## src/rtl/assert_macros.svh

```systemverilog
// Assertion helpers, clocked on clk and disabled while rst_n is low.
`ifndef ASSERT_MACROS_SVH
`define ASSERT_MACROS_SVH

// Property holds at every clock edge.
`define ASSERT_CLK(lbl, prop, msg) \
  lbl: assert property (@(posedge clk) disable iff (!rst_n) prop) else $error(msg);

// Antecedent at one edge implies the consequent at the next edge.
`define ASSERT_NEXT(lbl, ante, cons, msg) \
  lbl: assert property (@(posedge clk) disable iff (!rst_n) (ante) |=> (cons)) else $error(msg);

`endif

```

## src/rtl/itws_pkg.sv

```systemverilog
package itws_pkg;

  localparam int HIST_DEPTH = 256;
  localparam int PTR_W      = $clog2(HIST_DEPTH);
  localparam int LEN_W      = 9;
  localparam int TS_W       = 32;
  localparam int TOT_W      = 40;
  localparam int DIV_STEPS  = TOT_W;
  localparam int DIV_CNT_W  = $clog2(DIV_STEPS + 1);
  localparam int ADDR_W     = 2;
  localparam int DATA_W     = 32;

  localparam logic [LEN_W-1:0]  HIST_LEN_RST    = LEN_W'(16);
  localparam logic [ADDR_W-1:0] REG_HISTORY_LEN = '0;

  localparam logic CMD_START = 1'b0;
  localparam logic CMD_STOP  = 1'b1;

  // Commands from the controller to the datapath.
  typedef struct packed {
    logic capture;   // latch the input item
    logic exec;      // apply start, or set up a stop (slot, elapsed, ring read)
    logic write;     // finish a stop: ring write, total, max, min
    logic div_init;  // load the divider with the window total
    logic div_step;  // one quotient bit
    logic load_out;  // fill the output registers
  } dp_cmd_t;

  typedef struct packed {
    logic stop_run;  // captured item is a stop while running
  } dp_status_t;

endpackage

```

## src/rtl/itws_ctrl.sv

```systemverilog
`include "assert_macros.svh"

module itws_ctrl
  import itws_pkg::*;
(
  input  logic       clk,
  input  logic       rst_n,
  input  logic       in_valid,
  output logic       in_ready,
  output logic       out_valid,
  input  logic       out_ready,
  output dp_cmd_t    cmd,
  input  dp_status_t status
);

  typedef enum logic [4:0] {
    ST_IDLE  = 5'b00001,
    ST_EXEC  = 5'b00010,
    ST_WRITE = 5'b00100,
    ST_DIV   = 5'b01000,
    ST_DONE  = 5'b10000
  } state_t;

  state_t               state_r, state_nxt;
  logic [DIV_CNT_W-1:0] cnt_r, cnt_nxt;
  logic                 out_valid_r, out_valid_nxt;

  assign in_ready  = (state_r == ST_IDLE);
  assign out_valid = out_valid_r;

  always_comb begin
    state_nxt = state_r;
    cnt_nxt   = cnt_r;
    cmd       = '0;
    cmd.capture = in_valid && in_ready;
    case (state_r)
      ST_IDLE: begin
        if (in_valid) state_nxt = ST_EXEC;
      end
      ST_EXEC: begin
        cmd.exec  = 1'b1;
        state_nxt = status.stop_run ? ST_WRITE : ST_DIV;
      end
      ST_WRITE: begin
        cmd.write = 1'b1;
        state_nxt = ST_DIV;
      end
      ST_DIV: begin
        // a count of zero loads the divider, then one bit per cycle
        if (cnt_r == '0) begin
          cmd.div_init = 1'b1;
        end else begin
          cmd.div_step = 1'b1;
        end
        if (cnt_r == DIV_CNT_W'(DIV_STEPS)) begin
          cnt_nxt   = '0;
          state_nxt = ST_DONE;
        end else begin
          cnt_nxt = cnt_r + DIV_CNT_W'(1);
        end
      end
      ST_DONE: begin
        if (!out_valid_r || out_ready) begin
          cmd.load_out = 1'b1;
          state_nxt    = ST_IDLE;
        end
      end
      default: begin
        state_nxt = ST_IDLE;
        cnt_nxt   = '0;
      end
    endcase
  end

  always_comb begin
    if (cmd.load_out) begin
      out_valid_nxt = 1'b1;
    end else if (out_ready) begin
      out_valid_nxt = 1'b0;
    end else begin
      out_valid_nxt = out_valid_r;
    end
  end

  always_ff @(posedge clk) begin
    if (!rst_n) begin
      state_r     <= ST_IDLE;
      cnt_r       <= '0;
      out_valid_r <= 1'b0;
    end else begin
      state_r     <= state_nxt;
      cnt_r       <= cnt_nxt;
      out_valid_r <= out_valid_nxt;
    end
  end

  `ASSERT_NEXT(a_accept_exec, in_valid && in_ready, state_r == ST_EXEC, "accepted item did not start")
  `ASSERT_CLK(a_div_cnt, (state_r == ST_DIV) |-> (cnt_r <= DIV_CNT_W'(DIV_STEPS)), "divide count overrun")
  `ASSERT_NEXT(a_load_out, cmd.load_out, out_valid_r && state_r == ST_IDLE, "result load lost")
  `ASSERT_CLK(a_idle_cnt, (state_r != ST_DIV) |-> (cnt_r == '0), "divide count not cleared")

endmodule

```

## config.mk

```make
export PLATFORM = sky130hd
export DESIGN_NAME = itws_ctrl
export DESIGN_NICKNAME = d
export VERILOG_FILES = /design/src/rtl/itws_pkg.sv /design/src/rtl/itws_ctrl.sv
export VERILOG_INCLUDE_DIRS = /design/src /design/src/rtl
export SDC_FILE = /design/constraint.sdc
export NUM_CORES = 1
export LEC_CHECK = 0
export ABC_AREA = 1
export BUFFER_PORTS_ARGS = -buffer_cell sky130_fd_sc_hd__buf_2
export CAP_MARGIN = 5
export CORE_UTILIZATION = 40
export DETAILED_ROUTE_END_ITERATION = 12
export GPL_TIMING_DRIVEN = 0
export PLACE_DENSITY_LB_ADDON = 0.12
export REMOVE_ABC_BUFFERS = 1
export SLEW_MARGIN = 30
export SYNTH_ARGS = -nofsm -noshare
export SYNTH_HDL_FRONTEND = slang
export SYNTH_SLANG_ARGS = --single-unit
```

## constraint.sdc

```tcl
create_clock -name clk -period 1.85 [get_ports clk]
set_input_delay 0.37 -clock clk [delete_from_list [all_inputs] [get_ports clk]]
set_output_delay 0.37 -clock clk [all_outputs]
set_load 0.03 [all_outputs]
```

# Yosys cells after proc, flatten, opt, wreduce, memory -nomap -nowiden
# Cells that the tools add are included.
[word_totals]
ff_bits = 12
latch_bits = 0
mem_bits_rw = 0
romBits = 0
in_bits = 5
output_inout_bits = 8
word_cells = 36
memories = 0
[classes]
n_addsub = 1
n_mul = 0
n_div = 0
order_cmp = 0
eq_ne = 9
shift = 0
muxes = 16
bitwise_logic = 0
reduce_logical = 7
[ops]
columns = ["op", "n"]
rows = [
  ["one-hot mux 5 bit (5 select lines)", 1],
  ["two-way mux 5 bit", 3],
  ["one-hot mux 6 bit (2 select lines)", 1],
  ["two-way mux 1 bit", 8],
  ["adder 6 x 1 -> 6 bit (second input constant)", 1],
  ["equality test 6 bit (second input constant)", 1],
  ["zero test 6 bit", 1],
  ["two-way mux 6 bit", 1],
  ["inequality test 2 bit (second input constant)", 3],
  ["equality test 5 x 1 -> 1 bit (second input constant)", 1],
  ["equality test 5 x 2 -> 1 bit (second input constant)", 1],
  ["equality test 5 x 3 -> 1 bit (second input constant)", 1],
  ["equality test 5 x 4 -> 1 bit (second input constant)", 1],
  ["equality test 5 bit (second input constant)", 1],
  ["two-way mux 4 bit", 1],
  ["OR reduction 4 bit", 1],
  ["AND reduction 3 bit", 1],
  ["two-way mux 2 bit", 1],
  ["nonzero test 2 bit", 1],
  ["logical AND 1 bit", 1],
  ["zero test 1 bit", 1],
  ["logical OR 1 bit", 1],
]

# Depth between registers and ports, before layout
[logic_depth]
word_depth = 5
ltp_mapped = 7
mapped_depth_nobuf = 7

# Worst setup path after synthesis
# No wires, ideal clock.
[synth_path]
path_kind = "register -> output"
start = "reg cnt_r[0]"
end = "out cmd[2] in the netlist's numbering"
t_arrival_ns = 1.311
t_required_ns = 1.480
slack_ns = 0.169
stages_incl_launch_ff = 7
path_buffers = 0
path_cell_list = "dfxtp_1 inv_1 ha_1 nand2_1 nor4_1 inv_1 nor2_1"
[synth_lines]
columns = ["element", "line_no", "source"]
rows = [
  ["start, declared", "itws_ctrl.sv:25", "logic [DIV_CNT_W-1:0] cnt_r, cnt_nxt;"],
  ["start signal, assigned", "itws_ctrl.sv:92", "cnt_r <= cnt_nxt;"],
  ["end, declared", "itws_ctrl.sv:12", "output dp_cmd_t cmd,"],
]

==> results.toml <==
[status]
status = "finished clean"

[pwr]
power.share.sequential = 0.517
powerDensity_nw_per_um2 = 562
leakagePower_uw = 0.000448
internal-power_uw = 364
p_sw_frac = 0.297
power_uw = 518
netSwitchingPower_uw = 154
pwr-share-clk = 0.298
ir_worst_vdd_v = 0.000268
comb_power_share = 0.184

[floorplan]
io_pins = 13
coreArea_um2 = 1730
start_util = 0.431
rows = 15
die_area_um2 = 2040
fp.dieW_um = 45.1
die_h_um = 45.1

[setup_path]
endpoint_kind = "output port"
startpoint_type = "flop"
critPathMaxStageDelay_ps = 360
crit_type = "reg -> out"
cpLargestDelayFamily = "simple AND/OR/NAND/NOR gates"
worst-path-buf-inv = 3
worstPathCellList = "inv_4 -> ha_4 -> nand2_4 -> nor4_4 -> inv_1 -> nor2_1 -> buf_4"
worst_ep_arrival_time_ps = 1440
critPathRequiredTime_ps = 1480
path_max_fanout = 4
cp_slowest_cell = "dfxtp_4"

[final_layout]
areaGrowthSynthToFinish_pct = 23.7
drive_gt1_frac = 0.311
nets = 131
final_cell_mix = "16 x nor2_1, 13 x inv_1, 12 x nand2_1, 10 x dfxtp_1, 10 x buf_2"
n_antenna_cell = 0
layout_commonest_cell = "nor2_1"
final_util = 0.533

[grt]
grtUsageTotal = 0.171
grt_pass1_wl_um = 2420
first_global_vias = 581
grt.overflow.total = 0
grt_start_max_net_pins = 11
grt_antenna_before_repair = 0

[clock_tree]
clock_sinks = 12
clk_pin_slew_ps = 70
cts_made_buffers = 3
cts-root-buf = "clkbuf_4"
clock_latency_ps = 270
hold_buffers = 0
cts_tree = "done"
max-clock-path-buffers = 2
htreeDepth = 1

[drt]
wl_per_cell_um = 11.1
vias_per_cell = 4.77
drtIter0Drc = 6
firstDrtPassIters = 4
final_antenna_net_count = 0
drc_errors = 0
wirelength_um = 1630
via_count = 701

[place]
dp_hpwl_um = 1160
io_buffers = 12
globalplace.congestion = 0.812
dp_slack_ps = 223

[sta]
max_freq_ghz = 0.552
rsz0062_at_grt = "true"
finalHoldViolations = 0
setup_viol = 0
max_slew.worst_pin.slew_ps = 311
slew_viol_final = 0
period_share = 0.979
setup_slack_ps = 39.6
hold-worst-slack_ps = 333
period_needed_ps = 1810
fin_skew_ps = 5.17
slew_headroom = 0.791

[synth]
ys_seq_area_frac = 0.323
ys_ff_latch = 12
netlist_instances = 106
synth_cell_types = 27
syn_area_um2 = 744
synth.avg_cell_area_um2 = 7.02
yosys_warnings = 0

[min_path]
hp-class = "in -> reg"

[job]
cap_violations = 0
-- state kept, by name (all words and copies together), names as in the netlist --
signal     count
cnt_r          6
state_r        5
out_valid      1
-- stage by stage --
stage,instance area [um^2],std cells,TNS [ps]
3_5_place_dp,823,141,0
5_1_grt,921,147,-62.2
3_3_place_gp,823,141,0
2_1_floorplan,732,104,0
4_1_cts,855,144,0
6_report,921,147,0
-- power groups by stage --
stage / Sequential [uW] / Combinational, uW / Clock (uW)
4_1_cts: 271 / 93.8 / 164
2_1_floorplan: 276 / 69.3 / 0
6_report: 268 / 95.5 / 154
3_3_place_gp: 276 / 93.2 / 0
3_5_place_dp: 277 / 93.4 / 0
5_1_grt: 268 / 104 / 178
-- cell usage after synthesis --
| cell | instances | area (um^2) |
|---|---|---|
| a21oi_1 | 5 | 25.0 |
| a21oi_2 | 1 | 8.76 |
| a31oi_1 | 1 | 6.26 |
| buf_4 | 1 | 7.51 |
| clkbuf_2 | 1 | 5.00 |
| clkinv_1 | 1 | 3.75 |
| dfxtp_1 | 12 | 240 |
| ha_1 | 2 | 25.0 |
| inv_1 | 15 | 56.3 |
| inv_2 | 1 | 3.75 |
| inv_4 | 1 | 6.26 |
| nand2_1 | 13 | 48.8 |
| nand2_2 | 2 | 12.5 |
| nand2_4 | 2 | 22.5 |
| nand3_1 | 8 | 40.0 |
| nand3_2 | 1 | 10.0 |
| nand4_1 | 5 | 31.3 |
| nor2_1 | 16 | 60.1 |
| nor2_2 | 2 | 12.5 |
| nor2_4 | 2 | 22.5 |
| nor2_8 | 1 | 20.0 |
| nor3_1 | 1 | 5.00 |
| nor4_1 | 1 | 6.26 |
| o21a_1 | 1 | 7.51 |
| o21ai_0 | 4 | 20.0 |
| o21ai_1 | 4 | 20.0 |
| xor2_1 | 2 | 17.5 |
-- cells by family after synthesis --
family | Yosys count | synth area share
AOI/OAI and AO/OA | 16 | 0.118
xor gates and xnor gates | 2 | 0.0235
adders and majority gates | 2 | 0.0336
buffers and inverters | 20 | 0.111
DFF | 12 | 0.323
and+or+nand+nor | 54 | 0.392
-- worst paths after layout --
kind	from	end	slack, ps	cells after the start
setup / recovery	cnt_r[0]	cmd[2]	40	7
hold / removal	rst_n	state_r[0]	330	2
setup reg to reg	cnt_r[3]	cnt_r[5]	540	7
hold reg to reg	cnt_r[4]	cnt_r[4]	520	2
-- layer usage --
layer	GRT usage	vias to the layer above	routed length, um
li1	-	374	-
met1	0.209	314	728
met2	0.270	11	831
met3	0.0480	2	53
met4	0.0909	0	12
met5	0	-	0
-- timing repair --
| item | in CTS | in global routing |
|---|---|---|
| gates resized for setup | 2 | 14 |
| endpoints found under the setup margin | 1 | 2 |
| pin swaps | 0 | 5 |
| endpoints found under the hold margin | 0 | 0 |
| setup buffers | 0 | 3 |
-- worst register-to-register path, stage by stage, from the launching register on --
cell and delay (ps):
dfxtp_1 500, inv_1 110, nor2_1 140, nand2_1 60, nor2_1 180, nor2_2 70
nand2_1 80, a21oi_2 60
-- area by class of cell --
cell class	instances	area [um^2]
Inverter	18	75.1
Fill cell	195	806
Multi-Input combinational cell	74	457
Sequential cell	12	248
Clock buffer	3	22.5
Timing Repair Buffer	15	87.6
Tap cell	25	31.3
Power figures use the tool's default switching activity.
